**src/hw/rtl/soe_pkg.sv**
```systemverilog
package soe_pkg;

  localparam int WINDOW_MAX = 64;
  localparam int PRICE_BITS = 32;
  localparam int FULL_SCALE = 100;
  localparam int PERCENT    = 100;

  // window length counts 1..WINDOW_MAX
  localparam int CNT_W   = $clog2(WINDOW_MAX + 1);
  localparam int WLEN_W  = 7;
  localparam int GAIN_W  = 17;
  localparam int CFG_W   = 17;
  localparam int OUT_W   = 17;
  localparam int ONE_Q16 = 65536;

  // register indexes on the write port
  localparam logic [0:0] CFG_WINDOW_LENGTH  = 1'b0;
  localparam logic [0:0] CFG_SMOOTHING_GAIN = 1'b1;

  // ratio is signed Q3.16
  localparam int INT_BITS  = 3;
  localparam int FRAC_BITS = 16;
  localparam int QUO_W     = INT_BITS + FRAC_BITS;
  localparam int RATIO_W   = QUO_W + 1;
  localparam int EMA_SHIFT = 4;
  localparam int EMA_W     = RATIO_W + EMA_SHIFT;

  typedef struct packed {
    logic shift;
    logic clear;
    logic step;
  } cell_ctl_t;

endpackage

```
**src/hw/rtl/soe_div.sv**
```systemverilog
module soe_div (
  input  logic                           clk,
  input  logic                           rst,
  input  logic                           start,
  input  logic [soe_pkg::PRICE_BITS-1:0] dividend,
  input  logic [soe_pkg::PRICE_BITS-1:0] divisor,
  output logic                           done,
  output logic [soe_pkg::QUO_W-1:0]      quotient
);
  import soe_pkg::*;

  localparam int STEP_W = $clog2(QUO_W + 1);

  logic                  busy;
  logic [STEP_W-1:0]     steps;
  logic [PRICE_BITS-1:0] rem;
  logic [QUO_W-1:0]      feed;
  logic [PRICE_BITS-1:0] den;
  logic [PRICE_BITS:0]   trial;
  logic                  take;

  // caller guarantees dividend < divisor << INT_BITS, so QUO_W bits suffice
  assign trial = {rem, feed[QUO_W-1]};
  assign take  = trial >= {1'b0, den};

  always_ff @(posedge clk) begin
    if (rst) begin
      busy <= 1'b0;
      done <= 1'b0;
    end else begin
      done <= 1'b0;
      if (start) begin
        rem   <= dividend >> INT_BITS;
        feed  <= {dividend[INT_BITS-1:0], FRAC_BITS'(0)};
        den   <= divisor;
        steps <= STEP_W'(QUO_W);
        busy  <= 1'b1;
      end else if (busy) begin
        if (take) begin
          rem      <= PRICE_BITS'(trial - {1'b0, den});
          quotient <= {quotient[QUO_W-2:0], 1'b1};
        end else begin
          rem      <= trial[PRICE_BITS-1:0];
          quotient <= {quotient[QUO_W-2:0], 1'b0};
        end
        feed  <= feed << 1;
        steps <= steps - STEP_W'(1);
        if (steps == STEP_W'(1)) begin
          busy <= 1'b0;
          done <= 1'b1;
        end
      end
    end
  end

endmodule

```
**config.mk**
```make
export PLATFORM = sky130hd
export DESIGN_NAME = soe_div
export DESIGN_NICKNAME = d
export VERILOG_FILES = /design/src/hw/rtl/soe_pkg.sv /design/src/hw/rtl/soe_div.sv
export SDC_FILE = /design/constraint.sdc
export NUM_CORES = 1
export LEC_CHECK = 0
export BUFFER_PORTS_ARGS = -buffer_cell sky130_fd_sc_hd__buf_2
export CAP_MARGIN = 40
export CORE_MARGIN = 2
export CORE_UTILIZATION = 52
export DETAILED_ROUTE_END_ITERATION = 8
export PLACE_DENSITY = 0.8
export REMOVE_ABC_BUFFERS = 1
export SETUP_SLACK_MARGIN = 0.2
export SKIP_CTS_REPAIR_TIMING = 1
export SLEW_MARGIN = 20
export SYNTH_ARGS = -nofsm -noshare
export SYNTH_HDL_FRONTEND = slang
export SYNTH_SLANG_ARGS = --single-unit
```
**constraint.sdc**
```tcl
create_clock -name clk -period 3.2 [get_ports clk]
set_clock_uncertainty 0.05 [all_clocks]
set_input_delay 0.8 -clock clk [delete_from_list [all_inputs] [get_ports clk]]
set_output_delay 0.8 -clock clk [all_outputs]
set_load 0.01 [all_outputs]
```
Word level (Yosys, flattened, before mapping)
Cells that the tools add are included.
{ "totals": {"reg_bits": 108, "latch_bits": 0, "ramBits": 0, "rom_bits": 0, "in_bits": 67, "word_cells": 32, "mem_count": 0} }
{ "classes": {"n_addsub": 2, "n_mul": 0, "n_div": 0, "magnitude_cmp": 1, "eq_ne": 1, "n_shift": 0, "n_mux": 11, "bitwise_logic": 3, "reduce_logical": 5} }
{ "op_table": {"columns": ["cell", "count"], "rows": [
  ["32-bit two-way mux", 2],
  ["19-bit two-way mux", 2],
  ["33-bit by 32-bit >= comparator with 1-bit output", 1],
  ["32-bit subtractor", 1],
  ["29-bit two-way mux", 1],
  ["5-bit by 1-bit equality test with 1-bit output, second input constant", 1],
  ["1-bit two-way mux", 5],
  ["5-bit two-way mux", 1],
  ["5-bit by 1-bit subtractor with 5-bit output, second input constant", 1],
  ["2-bit AND reduction", 2],
  ["1-bit NOT", 3],
  ["3-bit AND reduction", 1],
  ["3-bit OR reduction", 1],
  ["2-bit nonzero test", 1]
]} }

Depth between registers and ports, before layout
Gate-level depths: netlist of run 1.
{ "depth": {"ltp_word": 4, "depth_mapped": 14, "depth_no_buf": 13} }

Least setup slack after synthesis of run 1
OpenSTA, ideal clock, no wires.
{ "synth_timing": {"kind": "input port to flip-flop", "startpoint": "in start", "endpoint": "reg den[0] (enable)", "setup_ns": 0.423, "t_arrival_ns": 2.846, "required_ns": 2.727, "slack_ns": -0.119, "path_stages": 4, "n_path_buf": 2, "cell_sequence": "clkbuf_1 > clkinv_1 > buf_2 > nor2_1"} }
{ "synth_between": {"elab_chain_len": 1} }
{ "synth_lines": {"columns": ["element", "line_no", "rtl"], "rows": [
  ["start, declared", "soe_div.sv:4", "input logic start,"],
  ["2-bit AND reduction (no line)", null, null],
  ["end signal, assigned", "soe_div.sv:35", "den <= divisor;"],
  ["end, declared", "soe_div.sv:18", "logic [PRICE_BITS-1:0] den;"]
]} }
No other way between the ends.
A chain may end at the register's enable or synchronous reset.

Worst setup path in the final report of run 1
{ "layout_timing": {"startpoint": "reg feed[18]", "endpoint": "reg rem[20], data pin"} }
{ "layout_between": {"elab_chain_len": 4, "word_cells_on_any_way": 5, "cone_classes": "add/sub: 1; order compare: 1; mux: 3"} }
{ "layout_lines": {"columns": ["element", "line_no", "rtl"], "rows": [
  ["start, declared", "soe_div.sv:17", "logic [QUO_W-1:0] feed;"],
  ["start signal, assigned", "soe_div.sv:34", "feed <= {dividend[INT_BITS-1:0], FRAC_BITS'(0)};"],
  ["start signal, assigned", "soe_div.sv:46", "feed <= feed << 1;"],
  ["32-bit subtractor or 33-bit by 32-bit >= comparator with 1-bit output (tied branches)", "soe_div.sv:40, soe_div.sv:24", null],
  ["32-bit two-way mux *", "soe_div.sv:39", "if (take) begin"],
  ["32-bit two-way mux *", "soe_div.sv:38", "end else if (busy) begin"],
  ["29-bit two-way mux *", "soe_div.sv:32", "if (start) begin"],
  ["end signal, assigned", "soe_div.sv:33", "rem <= dividend >> INT_BITS;"],
  ["end signal, assigned", "soe_div.sv:40", "rem <= PRICE_BITS'(trial - {1'b0, den});"],
  ["end signal, assigned", "soe_div.sv:43", "rem <= trial[PRICE_BITS-1:0];"],
  ["end, declared", "soe_div.sv:16", "logic [PRICE_BITS-1:0] rem;"]
]} }
Mark *: on every way between the ends. The rest lies on a longest branch, timed or not. The select of a mux whose other input is x is not followed.

==> impl_metrics.prom, run 1 <==
# TYPE chip_impl_metric gauge
chip_impl_info{name="status",value="finished with violations"} 1
chip_impl_info{name="failed_checks",value="setup timing"} 1
chip_impl_metric{name="cells_on_worst_hold_path",unit=""} 0
chip_impl_metric{name="grt_usage",unit=""} 0.207
chip_impl_metric{name="grt_remaining_overflow",unit=""} 0
chip_impl_info{name="worstSetupStartpointType",value="register"} 1
chip_impl_metric{name="fraction_of_final_layout_cells_sized_beyond_drive_strength_1",unit=""} 0.332
chip_impl_metric{name="fmaxAchievable",unit="MHz"} 306
chip_impl_metric{name="fp.dieH",unit="um"} 107
chip_impl_metric{name="place_area",unit="um2"} 6160
chip_impl_metric{name="grt_start_max_net_pins",unit=""} 42
chip_impl_metric{name="ant_nets",unit=""} 0
chip_impl_metric{name="netSwitchingFraction",unit=""} 0.309
chip_impl_metric{name="ys_seq_elements",unit=""} 93
chip_impl_metric{name="routed_wire_length_per_instance",unit="um"} 17.3
chip_impl_metric{name="detail_route.wirelength",unit="um"} 12900
chip_impl_metric{name="num_antenna_cells",unit=""} 0
chip_impl_metric{name="final_util",unit=""} 0.660
chip_impl_metric{name="drv.max_cap_violation_count",unit=""} 0
chip_impl_info{name="cts_root_buffer",value="sky130_fd_sc_hd__clkbuf_8"} 1
chip_impl_metric{name="postLayoutSetupSlackWorst",unit="ns"} -0.0688
chip_impl_metric{name="cts.sink_count",unit=""} 93
chip_impl_metric{name="dr_total_vias",unit=""} 4288
chip_impl_metric{name="dp_hpwl",unit="um"} 8420
chip_impl_metric{name="data_arrival_time_of_the_critical_path",unit="ns"} 3.36
chip_impl_info{name="hold-path-endpoint",value="quotient[14]$_DFFE_PP_"} 1
chip_impl_metric{name="p_clk_frac",unit=""} 0.242
chip_impl_metric{name="areaGrowthSynthToFinish",unit="%"} 23.2
chip_impl_metric{name="final_cell_count_no_fill",unit=""} 748
chip_impl_metric{name="design.die.area",unit="um2"} 11500
chip_impl_info{name="tritoncts_clock_tree",value="built"} 1
chip_impl_metric{name="initialDrtViolationCount",unit=""} 251
chip_impl_metric{name="power-per-cell-area",unit="nW/um2"} 524
chip_impl_metric{name="netlist-cell-type-count",unit=""} 57
chip_impl_info{name="worst_r2r_endpoint",value="rem[20]$_DFFE_PP_"} 1
chip_impl_metric{name="clk_transition_reported_paths",unit="ns"} 0.09
chip_impl_metric{name="count_of_nets_after_finishing",unit=""} 710
chip_impl_metric{name="fp.coreArea",unit="um2"} 10300
chip_impl_metric{name="post_synth.cell_area_avg",unit="um2"} 11.0
chip_impl_info{name="mostFrequentLayoutCell",value="sky130_fd_sc_hd__edfxtp_1"} 1
chip_impl_metric{name="critical_path_peak_fanout",unit=""} 4
chip_impl_info{name="hold_path_startpoint",value="quotient[13]$_DFFE_PP_"} 1
chip_impl_metric{name="sequentialPowerShare",unit=""} 0.421
chip_impl_metric{name="worst-r2r-cell-count",unit=""} 14
chip_impl_metric{name="drt_drc_violations_left",unit=""} 0
chip_impl_metric{name="via_cell_ratio",unit=""} 5.73
chip_impl_metric{name="num_rows",unit=""} 37
chip_impl_metric{name="synth_warnings",unit=""} 0
chip_impl_metric{name="worst_pin_slew",unit="ns"} 0.572
chip_impl_metric{name="grt_antenna_before_repair",unit=""} 0
chip_impl_metric{name="globalplace.congestion",unit=""} 0.891
chip_impl_metric{name="initial_core_util",unit=""} 0.536
chip_impl_metric{name="drt-pass1-iter-count",unit=""} 4
chip_impl_metric{name="number_of_endpoints_with_negative_hold_slack_in_the_final_report",unit=""} 0
chip_impl_metric{name="synthCells",unit=""} 502
chip_impl_metric{name="floorplan.io_pins",unit=""} 87
chip_impl_metric{name="number_of_endpoints_failing_setup_at_the_final_stage",unit=""} 3
chip_impl_metric{name="whs",unit="ns"} 0.405
chip_impl_metric{name="clk_latency",unit="ns"} 0.39
chip_impl_metric{name="switchingPower",unit="W"} 0.00110
chip_impl_metric{name="r2r_setup_slack",unit="ns"} -0.07
chip_impl_metric{name="synthesis.area",unit="um2"} 5530
chip_impl_info{name="hold_path.class",value="reg2reg"} 1
chip_impl_info{name="type_of_the_worst_setup_path",value="reg2reg"} 1
chip_impl_metric{name="power_report.internal_total",unit="W"} 0.00247
chip_impl_metric{name="dp.cells",unit=""} 717
chip_impl_metric{name="finalCriticalPeriod",unit="ns"} 3.27
chip_impl_metric{name="final-max-slew-violation-count",unit=""} 0
chip_impl_metric{name="synth-edff-count",unit=""} 91
chip_impl_metric{name="maxSlewHeadroom",unit=""} 0.617
chip_impl_metric{name="tritoncts.num_buffers",unit=""} 9
chip_impl_metric{name="die_w",unit="um"} 107
chip_impl_metric{name="fillerInstances",unit=""} 747
chip_impl_metric{name="p_leak",unit="nW"} 2.86
chip_impl_metric{name="portbufs",unit=""} 86
chip_impl_info{name="worst_setup_path_end_kind",value="register"} 1
chip_impl_metric{name="grt_pass1_wl",unit="um"} 18600
chip_impl_metric{name="htreeDepth",unit=""} 3
chip_impl_info{name="rsz0062_at_grt",value="true"} 1
chip_impl_info{name="rr_startpoint",value="feed[18]$_DFFE_PP_"} 1
chip_impl_metric{name="share_of_synthesized_area_occupied_by_flip_flops_and_latches",unit=""} 0.501
chip_impl_metric{name="share_comb_of_total_power",unit=""} 0.338
chip_impl_metric{name="share_of_async_settable_or_async_resettable_flops_after_synthesis",unit=""} 0
chip_impl_info{name="cp-startpoint",value="feed[18]$_DFFE_PP_"} 1
chip_impl_metric{name="post-route-cell-area",unit="um2"} 6810
chip_impl_metric{name="first_global_vias",unit=""} 4132
chip_impl_metric{name="cp.required",unit="ns"} 3.29
chip_impl_metric{name="final.period_utilization",unit=""} 1.02
chip_impl_metric{name="peakVddDrop",unit="mV"} 0.317
chip_impl_metric{name="cts_buffer_depth",unit=""} 2
chip_impl_info{name="postSynth.topFlopCell",value="sky130_fd_sc_hd__edfxtp_1"} 1
chip_impl_info{name="final_cell_mix",value="sky130_fd_sc_hd__edfxtp_1, sky130_fd_sc_hd__buf_2, sky130_fd_sc_hd__a21oi_1"} 1
==> per-layer routing <==
layer | vias to the layer above | global-route usage | part of all wire
met3 | 22 | 0.0553 | 0.058
met1 | 2101 | 0.246 | 0.41
met5 | - | 0 | 0
met4 | 0 | 0.0668 | 0.017
met2 | 121 | 0.365 | 0.51
li1 | 2044 | - | -
==> how the worst max path moves through the flow <==
| stage | end | slack [ns] |
|---|---|---|
| floorplan | den[0]$_DFFE_PP_ | -0.27 |
| global placement | rem[18]$_DFFE_PP_ | 0.04 |
| detailed placement | rem[28]$_DFFE_PP_ | -0.04 |
| CTS | rem[28]$_DFFE_PP_ | -0.06 |
| global route | rem[20]$_DFFE_PP_ | -0.23 |
| finish | rem[20]$_DFFE_PP_ | -0.07 |
==> cells in the mapped netlist, types with 7 or more instances <==
cell,count,area share
sky130_fd_sc_hd__nand2_1,29,0.020
sky130_fd_sc_hd__edfxtp_1,91,0.49
sky130_fd_sc_hd__ha_1,34,0.077
sky130_fd_sc_hd__nand3_1,13,0.012
sky130_fd_sc_hd__mux2_2,20,0.041
sky130_fd_sc_hd__xor2_1,12,0.019
sky130_fd_sc_hd__buf_2,7,0.0063
sky130_fd_sc_hd__inv_1,42,0.029
sky130_fd_sc_hd__o21ai_0,13,0.012
sky130_fd_sc_hd__nor2_1,47,0.032
sky130_fd_sc_hd__xnor2_1,18,0.029
sky130_fd_sc_hd__a21o_1,24,0.033
sky130_fd_sc_hd__clkbuf_1,9,0.0061
sky130_fd_sc_hd__a21oi_1,50,0.045
sky130_fd_sc_hd__mux2i_1,8,0.014
==> through the flow <==
stage / setup slack, ns / TNS [ns] / total power, W
global route: -0.231 / -0.911 / 0.00375
detailed placement: -0.0384 / -0.0957 / 0.00251
CTS: -0.0568 / -0.152 / 0.00337
finish: -0.0688 / -0.141 / 0.00357
global placement: 0.0388 / 0 / 0.00247
floorplan: -0.274 / -8.94 / 0.00225
==> critical path, cell delays in order (launching register included) <==
cell	delay, ns
sky130_fd_sc_hd__edfxtp_1	0.41
sky130_fd_sc_hd__inv_1	0.08
sky130_fd_sc_hd__ha_2	0.18
sky130_fd_sc_hd__inv_2	0.04
sky130_fd_sc_hd__fa_2	0.34
sky130_fd_sc_hd__a21o_1	0.22
sky130_fd_sc_hd__a221oi_2	0.31
sky130_fd_sc_hd__o211ai_1	0.19
sky130_fd_sc_hd__a21oi_2	0.23
sky130_fd_sc_hd__buf_4	0.17
sky130_fd_sc_hd__nor2_4	0.05
sky130_fd_sc_hd__a221oi_2	0.24
sky130_fd_sc_hd__xor2_1	0.19
sky130_fd_sc_hd__a21oi_1	0.08
sky130_fd_sc_hd__mux2_2	0.25
==> power groups by stage <==
stage                     logic, W  clock network [W]  registers (W)
after floorplan           0.000732                  0        0.00151
after global placement    0.000956                  0        0.00152
after detailed placement  0.000985                  0        0.00152
after CTS                 0.000994           0.000884        0.00149
after global routing       0.00131           0.000925        0.00151
final                      0.00121           0.000863        0.00150
==> registers in the layout (all words and copies together) (netlist names) <==
signal	count
steps	5
feed	3
quotient	19
done	1
rem	32
busy	1
den	32
==> cell families (layout without fill, tap and decap cells) <==
logic type | after synthesis | count (layout) | share of synthesized area
AOI/OAI and AO/OA | 131 | 131 | 0.160
and+or+nand+nor | 123 | 123 | 0.108
DFF | 93 | 93 | 0.501
buffers and inverters | 62 | 172 | 0.0477
adders and majority gates | 35 | 35 | 0.0806
xor gates and xnor gates | 30 | 30 | 0.0475
muxes | 28 | 28 | 0.0552
==> final cells by class <==
class | instances | area (um2) | area share
clock buffer | 10 | 128 | 0.0187
timing repair buffer | 114 | 708 | 0.104
clock inverter | 5 | 85.1 | 0.0125
multi-input combinational | 347 | 2790 | 0.409
inverter | 43 | 161 | 0.0237
sequential | 93 | 2770 | 0.407
tap | 136 | 170 | 0.0250
Note: power is estimated with default switching activity, not from simulation.
==> run 2: changes to the inputs <==
--- a/config.mk
+++ b/config.mk
@@ -10,7 +10,7 @@
 export CORE_MARGIN = 2
 export CORE_UTILIZATION = 52
 export DETAILED_ROUTE_END_ITERATION = 8
-export PLACE_DENSITY = 0.8
+export PLACE_DENSITY_LB_ADDON = 0.1
 export REMOVE_ABC_BUFFERS = 1
 export SETUP_SLACK_MARGIN = 0.2
 export SKIP_CTS_REPAIR_TIMING = 1
==> run 2 against run 1 <==
  * The flow now finishes without violations
  * Power is 4.2% lower
  * Register-to-register slack better by 0.07 ns
  * Die area did not move
  * Global-route usage about the same
  * Cell count shrank 1.2%
  * Flip-flop and latch count stayed put
  * Hold slack worse by 0.0038 ns
  * Design area fell by 2.4%
  * Critical path type unchanged
  * Largest power group unchanged
==> impl_metrics.prom, run 2 (synthesis gave the netlist of run 1 again) <==
# TYPE chip_impl_metric gauge
chip_impl_metric{name="areaGrowthSynthToFinish",unit="%"} 20.3
chip_impl_metric{name="worst_pin_slew",unit="ns"} 0.587
chip_impl_metric{name="power-per-cell-area",unit="nW/um2"} 514
chip_impl_metric{name="grt_remaining_overflow",unit=""} 0
chip_impl_info{name="cts_root_buffer",value="sky130_fd_sc_hd__clkbuf_8"} 1
chip_impl_metric{name="final-max-slew-violation-count",unit=""} 0
chip_impl_metric{name="fp.dieH",unit="um"} 107
chip_impl_metric{name="number_of_endpoints_failing_setup_at_the_final_stage",unit=""} 0
chip_impl_metric{name="r2r_setup_slack",unit="ns"} 0.002
chip_impl_info{name="final_cell_mix",value="sky130_fd_sc_hd__edfxtp_1, sky130_fd_sc_hd__buf_2, sky130_fd_sc_hd__a21oi_1"} 1
chip_impl_metric{name="grt_pass1_wl",unit="um"} 18600
chip_impl_metric{name="maxSlewHeadroom",unit=""} 0.608
chip_impl_metric{name="grt_usage",unit=""} 0.208
chip_impl_info{name="rr_startpoint",value="feed[18]$_DFFE_PP_"} 1
chip_impl_metric{name="initial_core_util",unit=""} 0.536
chip_impl_metric{name="postLayoutSetupSlackWorst",unit="ns"} 0.00196
chip_impl_metric{name="data_arrival_time_of_the_critical_path",unit="ns"} 3.28
chip_impl_metric{name="globalplace.congestion",unit=""} 0.878
chip_impl_metric{name="pre_cts_ws",unit="ns"} -0.0318
chip_impl_metric{name="clk_transition_reported_paths",unit="ns"} 0.09
chip_impl_metric{name="cts.sink_count",unit=""} 93
chip_impl_info{name="reg.largest.list",value="den x32, rem x32, quotient x19"} 1
chip_impl_info{name="tritoncts_clock_tree",value="built"} 1
chip_impl_info{name="worstSetupStartpointType",value="register"} 1
chip_impl_metric{name="layout.area.seq",unit="um2"} 2770
chip_impl_info{name="mostFrequentLayoutCell",value="sky130_fd_sc_hd__edfxtp_1"} 1
chip_impl_metric{name="cts_buffer_depth",unit=""} 2
chip_impl_info{name="worst_r2r_endpoint",value="rem[28]$_DFFE_PP_"} 1
chip_impl_metric{name="p_leak",unit="nW"} 2.82
chip_impl_metric{name="dp_hpwl",unit="um"} 8490
chip_impl_metric{name="design.die.area",unit="um2"} 11500
chip_impl_info{name="worst_setup_path_end_kind",value="register"} 1
chip_impl_info{name="type_of_the_worst_setup_path",value="reg2reg"} 1
chip_impl_metric{name="routed_wire_length_per_instance",unit="um"} 15.8
chip_impl_metric{name="initialDrtViolationCount",unit=""} 185
chip_impl_metric{name="ant_nets",unit=""} 0
chip_impl_metric{name="portbufs",unit=""} 86
chip_impl_metric{name="grt_antenna_before_repair",unit=""} 0
chip_impl_metric{name="fillerInstances",unit=""} 837
chip_impl_info{name="hold_path_startpoint",value="quotient[14]$_DFFE_PP_"} 1
chip_impl_metric{name="final_util",unit=""} 0.644
chip_impl_metric{name="tritoncts.num_buffers",unit=""} 9
chip_impl_metric{name="floorplan.io_pins",unit=""} 87
chip_impl_metric{name="worst-r2r-cell-count",unit=""} 14
chip_impl_info{name="status",value="finished clean"} 1
chip_impl_metric{name="finalCriticalPeriod",unit="ns"} 3.20
chip_impl_info{name="worst_path_most_repeated_cell",value="sky130_fd_sc_hd__o41ai_4"} 1
chip_impl_info{name="cp-startpoint",value="feed[18]$_DFFE_PP_"} 1
chip_impl_metric{name="number_of_endpoints_with_negative_hold_slack_in_the_final_report",unit=""} 0
chip_impl_metric{name="die_w",unit="um"} 107
chip_impl_metric{name="via_cell_ratio",unit=""} 5.49
chip_impl_metric{name="area_used_by_multi_input_combinational_logic",unit="um2"} 2710
chip_impl_metric{name="htreeDepth",unit=""} 3
chip_impl_metric{name="cp_slowest_stage_delay",unit="ns"} 0.39
chip_impl_metric{name="dr_total_vias",unit=""} 4059
chip_impl_metric{name="fp.coreArea",unit="um2"} 10300
chip_impl_metric{name="detail_route.wirelength",unit="um"} 11700
chip_impl_metric{name="fraction_of_final_layout_cells_sized_beyond_drive_strength_1",unit=""} 0.307
chip_impl_metric{name="peakVddDrop",unit="mV"} 0.335
chip_impl_metric{name="drt-pass1-iter-count",unit=""} 5
chip_impl_metric{name="num_rows",unit=""} 37
chip_impl_metric{name="setup_total_neg_slack",unit="ns"} 0
chip_impl_info{name="cpMaxStageDelayCell",value="sky130_fd_sc_hd__edfxtp_1"} 1
chip_impl_metric{name="clk_latency",unit="ns"} 0.37
chip_impl_metric{name="count_of_nets_after_finishing",unit=""} 700
chip_impl_metric{name="critical_path_peak_fanout",unit=""} 2
chip_impl_info{name="hold_path.class",value="reg2reg"} 1
chip_impl_info{name="cp_cell_sequence",value="inv_1 > ha_2 > inv_2 > fa_2 > a21o_1 > a221oi_2 > o211ai_1 > a21oi_2 > buf_6 > o41ai_4 > o41ai_4 > xor2_1 > a21oi_1 > mux2_4"} 1
chip_impl_metric{name="dp.cells",unit=""} 718
chip_impl_metric{name="cp.required",unit="ns"} 3.28
chip_impl_metric{name="cells_on_worst_hold_path",unit=""} 0
chip_impl_metric{name="grt_start_max_net_pins",unit=""} 24
chip_impl_info{name="hold-path-endpoint",value="quotient[15]$_DFFE_PP_"} 1
chip_impl_metric{name="fmaxAchievable",unit="MHz"} 313
chip_impl_metric{name="final_cell_count_no_fill",unit=""} 739
chip_impl_metric{name="drv.max_cap_violation_count",unit=""} 0
chip_impl_metric{name="num_antenna_cells",unit=""} 0
chip_impl_metric{name="first_global_vias",unit=""} 3983
chip_impl_metric{name="drt_drc_violations_left",unit=""} 0
chip_impl_info{name="rsz0062_at_grt",value="true"} 1
chip_impl_metric{name="final.period_utilization",unit=""} 0.999
-- run 2: cell count changes in the layout (fill, tap and decap cells not counted), sizes merged --
cell,previous run,this run
clkinvlp,1,2
bufinv,2,1
buf,112,104
clkbuf,12,11
-- run 2: how the worst max path moves through the flow --
stage | endpoint | slack (ns)
6_report | rem[28]$_DFFE_PP_ | 0.002
5_1_grt | rem[28]$_DFFE_PP_ | -0.13
4_1_cts | rem[18]$_DFFE_PP_ | -0.05
3_5_place_dp | rem[18]$_DFFE_PP_ | -0.03
3_3_place_gp | rem[18]$_DFFE_PP_ | 0.02
2_1_floorplan | den[0]$_DFFE_PP_ | -0.27
-- run 2: area by class of cell --
class                      count  share of cell area
sequential                    93               0.417
timing repair buffer         104              0.0950
tap                          136              0.0256
clock inverter                 5             0.00884
inverter                      43              0.0243
multi-input combinational    347               0.408
clock buffer                  11              0.0213
-- run 2: metal layers --
layer	share of wire	vias up	GRT usage	wire length, um
li1	-	2022	-	-
met1	0.46	1938	0.277	5330
met2	0.49	87	0.336	5750
met3	0.039	12	0.0535	461
met4	0.014	0	0.0575	161
met5	0	-	0	0
-- run 2: worst max-delay path, delay by kind of cell, from the launching register on --
| family | cells | cell delay [ns] |
|---|---|---|
| flip-flops | 1 | 0.39 |
| adder cells (fa/ha/maj) | 2 | 0.52 |
| multiplexers | 1 | 0.25 |
| buffers and inverters | 3 | 0.24 |
| XOR/XNOR | 1 | 0.18 |
| AO/OA/AOI/OAI | 7 | 1.31 |
-- run 2: report_power, final --
part           switching, W  internal [W]
registers         0.0000439       0.00145
clock network      0.000423      0.000385
logic              0.000586      0.000526
total               0.00105       0.00236
-- run 2: through the flow --
stage	total power [W]	area, um2	hold WS (ns)
2_1_floorplan	0.00225	5430	0.416
4_1_cts	0.00333	6390	0.406
3_3_place_gp	0.00250	6190	0.377
6_report	0.00342	6650	0.402
3_5_place_dp	0.00252	6190	0.384
5_1_grt	0.00361	6650	0.415
==> run 3: changes to the inputs <==
==> constraint.sdc (replaced) <==
create_clock -name clk -period 3.2 [get_ports clk]
set_clock_uncertainty 0.05 [all_clocks]
set_input_delay 0.32 -clock clk [delete_from_list [all_inputs] [get_ports clk]]
set_output_delay 0.32 -clock clk [all_outputs]
set_load 0.01 [all_outputs]
==> run 3 against run 2 <==
  * The flow now finishes with violations (setup timing)
  * Global-route usage shrank 0.11 points
  * Die area is the same
  * Via count shrank 0.17%
  * Combinational power is essentially flat
==> impl_metrics.prom, run 3 (synthesis gave the netlist of run 1 again) <==
# TYPE chip_impl_metric gauge
chip_impl_metric{name="num_rows",unit=""} 37
chip_impl_info{name="rr_startpoint",value="feed[18]$_DFFE_PP_"} 1
chip_impl_metric{name="area_used_by_multi_input_combinational_logic",unit="um2"} 2680
chip_impl_metric{name="r2r_setup_slack",unit="ns"} -0.03
chip_impl_info{name="hold_path.class",value="in2reg"} 1
chip_impl_metric{name="setup_total_neg_slack",unit="ns"} -0.0363
chip_impl_metric{name="critPathBufInv",unit=""} 3
chip_impl_metric{name="number_of_endpoints_failing_setup_at_the_final_stage",unit=""} 2
chip_impl_metric{name="routed_wire_length_per_instance",unit="um"} 15.9
chip_impl_metric{name="die_w",unit="um"} 107
chip_impl_info{name="cpMaxStageDelayCell",value="sky130_fd_sc_hd__edfxtp_1"} 1
chip_impl_metric{name="peakVddDrop",unit="mV"} 0.284
chip_impl_metric{name="layout.area.seq",unit="um2"} 2770
chip_impl_metric{name="initialDrtViolationCount",unit=""} 171
chip_impl_info{name="type_of_the_worst_setup_path",value="reg2reg"} 1
chip_impl_metric{name="detail_route.wirelength",unit="um"} 11700
chip_impl_metric{name="postLayoutSetupSlackWorst",unit="ns"} -0.0344
chip_impl_metric{name="fp.coreArea",unit="um2"} 10300
chip_impl_metric{name="worst_pin_slew",unit="ns"} 0.509
chip_impl_info{name="cts_root_buffer",value="sky130_fd_sc_hd__clkbuf_8"} 1
chip_impl_metric{name="clk_transition_reported_paths",unit="ns"} 0.09
chip_impl_metric{name="grt_start_max_net_pins",unit=""} 34
chip_impl_metric{name="clk_latency",unit="ns"} 0.38
chip_impl_metric{name="cts_buffer_depth",unit=""} 2
chip_impl_metric{name="drv.max_cap_violation_count",unit=""} 0
chip_impl_metric{name="design.die.area",unit="um2"} 11500
chip_impl_metric{name="grt_antenna_before_repair",unit=""} 0
chip_impl_metric{name="ant_nets",unit=""} 0
chip_impl_metric{name="count_of_nets_after_finishing",unit=""} 699
chip_impl_metric{name="finalCriticalPeriod",unit="ns"} 3.23
chip_impl_metric{name="power-per-cell-area",unit="nW/um2"} 503
chip_impl_info{name="rsz0062_at_grt",value="true"} 1
chip_impl_metric{name="fillerInstances",unit=""} 854
chip_impl_metric{name="fraction_of_final_layout_cells_sized_beyond_drive_strength_1",unit=""} 0.296
chip_impl_metric{name="grt_remaining_overflow",unit=""} 0
chip_impl_metric{name="dp_hpwl",unit="um"} 8330
chip_impl_metric{name="final-max-slew-violation-count",unit=""} 0
chip_impl_metric{name="critical_path_peak_fanout",unit=""} 2
chip_impl_metric{name="first_global_vias",unit=""} 3848
chip_impl_metric{name="grt_usage",unit=""} 0.207
chip_impl_metric{name="cp.required",unit="ns"} 3.29
chip_impl_metric{name="grt_pass1_wl",unit="um"} 18300
chip_impl_info{name="mostFrequentLayoutCell",value="sky130_fd_sc_hd__edfxtp_1"} 1
chip_impl_metric{name="initial_core_util",unit=""} 0.536
chip_impl_metric{name="globalplace.congestion",unit=""} 0.872
chip_impl_metric{name="tritoncts.num_buffers",unit=""} 9
chip_impl_info{name="tritoncts_clock_tree",value="built"} 1
chip_impl_metric{name="final.period_utilization",unit=""} 1.01
chip_impl_info{name="cp-startpoint",value="feed[18]$_DFFE_PP_"} 1
chip_impl_metric{name="floorplan.io_pins",unit=""} 87
chip_impl_info{name="worst_setup_path_end_kind",value="register"} 1
chip_impl_metric{name="cp_slowest_stage_delay",unit="ns"} 0.40
chip_impl_info{name="worst_path_most_repeated_cell",value="sky130_fd_sc_hd__o41ai_4"} 1
chip_impl_info{name="hold_path_startpoint",value="divisor[31]"} 1
chip_impl_info{name="status",value="finished with violations"} 1
chip_impl_info{name="worstSetupStartpointType",value="register"} 1
chip_impl_metric{name="maxSlewHeadroom",unit=""} 0.659
chip_impl_metric{name="data_arrival_time_of_the_critical_path",unit="ns"} 3.33
chip_impl_info{name="final_cell_mix",value="sky130_fd_sc_hd__edfxtp_1, sky130_fd_sc_hd__buf_2, sky130_fd_sc_hd__a21oi_1"} 1
chip_impl_metric{name="cts.sink_count",unit=""} 93
chip_impl_metric{name="drt_drc_violations_left",unit=""} 0
chip_impl_metric{name="via_cell_ratio",unit=""} 5.49
chip_impl_metric{name="p_leak",unit="nW"} 2.79
chip_impl_metric{name="fp.dieH",unit="um"} 107
chip_impl_metric{name="final_util",unit=""} 0.637
chip_impl_metric{name="fmaxAchievable",unit="MHz"} 309
chip_impl_metric{name="pre_cts_ws",unit="ns"} -0.0302
chip_impl_metric{name="drt-pass1-iter-count",unit=""} 6
chip_impl_metric{name="portbufs",unit=""} 86
chip_impl_info{name="critPathTopFamily",value="compound AO/OA/AOI/OAI gates"} 1
chip_impl_info{name="cp_cell_sequence",value="inv_1 > ha_2 > inv_2 > fa_2 > a21o_1 > a221oi_2 > o211ai_1 > a21oi_2 > buf_6 > o41ai_4 > o41ai_4 > xor2_1 > a21oi_1 > mux2_4"} 1
chip_impl_info{name="reg.largest.list",value="den x32, rem x32, quotient x19"} 1
chip_impl_metric{name="number_of_endpoints_with_negative_hold_slack_in_the_final_report",unit=""} 0
chip_impl_metric{name="htreeDepth",unit=""} 3
chip_impl_metric{name="num_antenna_cells",unit=""} 0
chip_impl_metric{name="areaGrowthSynthToFinish",unit="%"} 18.9
chip_impl_info{name="failed_checks",value="setup timing"} 1
chip_impl_metric{name="dr_total_vias",unit=""} 4052
-- run 3: changes by cell type in the layout (fill, tap and decap cells not counted), moves of 2 or more --
| cell | change |
|---|---|
| sky130_fd_sc_hd__a21oi_1 | +2 |
| sky130_fd_sc_hd__a21oi_2 | -2 |
| sky130_fd_sc_hd__buf_4 | -2 |
| sky130_fd_sc_hd__ha_1 | +5 |
| sky130_fd_sc_hd__ha_2 | -4 |
| sky130_fd_sc_hd__mux2_2 | +3 |
| sky130_fd_sc_hd__mux2_4 | -3 |
| sky130_fd_sc_hd__nand3_1 | +2 |
| sky130_fd_sc_hd__nand3_2 | -3 |
-- run 3: report_power, final --
part | internal, W | switching (W) | leakage, nW
Sequential | 0.00145 | 0.0000433 | 0.869
Clock | 0.000280 | 0.000429 | 0.0801
Combinational | 0.000518 | 0.000580 | 1.84
-- run 3: path summary, 6_finish.rpt --
path / cells after the start / end
setup / recovery: 14 / rem[28]$_DFFE_PP_
hold reg to reg: 0 / quotient[5]$_DFFE_PP_
setup reg to reg: 14 / rem[28]$_DFFE_PP_
hold / removal: 1 / den[31]$_DFFE_PP_
-- run 3: metal layers --
layer	vias to the layer above	track usage	wire length (um)
li1	2018	-	-
met3	12	0.0559	443
met5	-	0	0
met4	0	0.0584	140
met2	76	0.335	5790
met1	1946	0.272	5360
-- run 3: final cells by class --
cell class,instances,share of cell area
Timing Repair Buffer,103,0.0955
Sequential cell,93,0.422
Clock buffer,10,0.0194
Multi-Input combinational cell,347,0.407
Clock inverter,6,0.00571
Tap cell,136,0.0259
Inverter,43,0.0246
-- run 3: stage by stage --
step	total power (W)	cell area, um2	hold slack [ns]	cells
final	0.00330	6570	0.0575	738
after floorplan	0.00225	5430	0.346	483
after global routing	0.00349	6570	0.0283	738
after detailed placement	0.00251	6170	0.379	715
after CTS	0.00322	6330	0.0345	731
after global placement	0.00249	6170	0.377	715
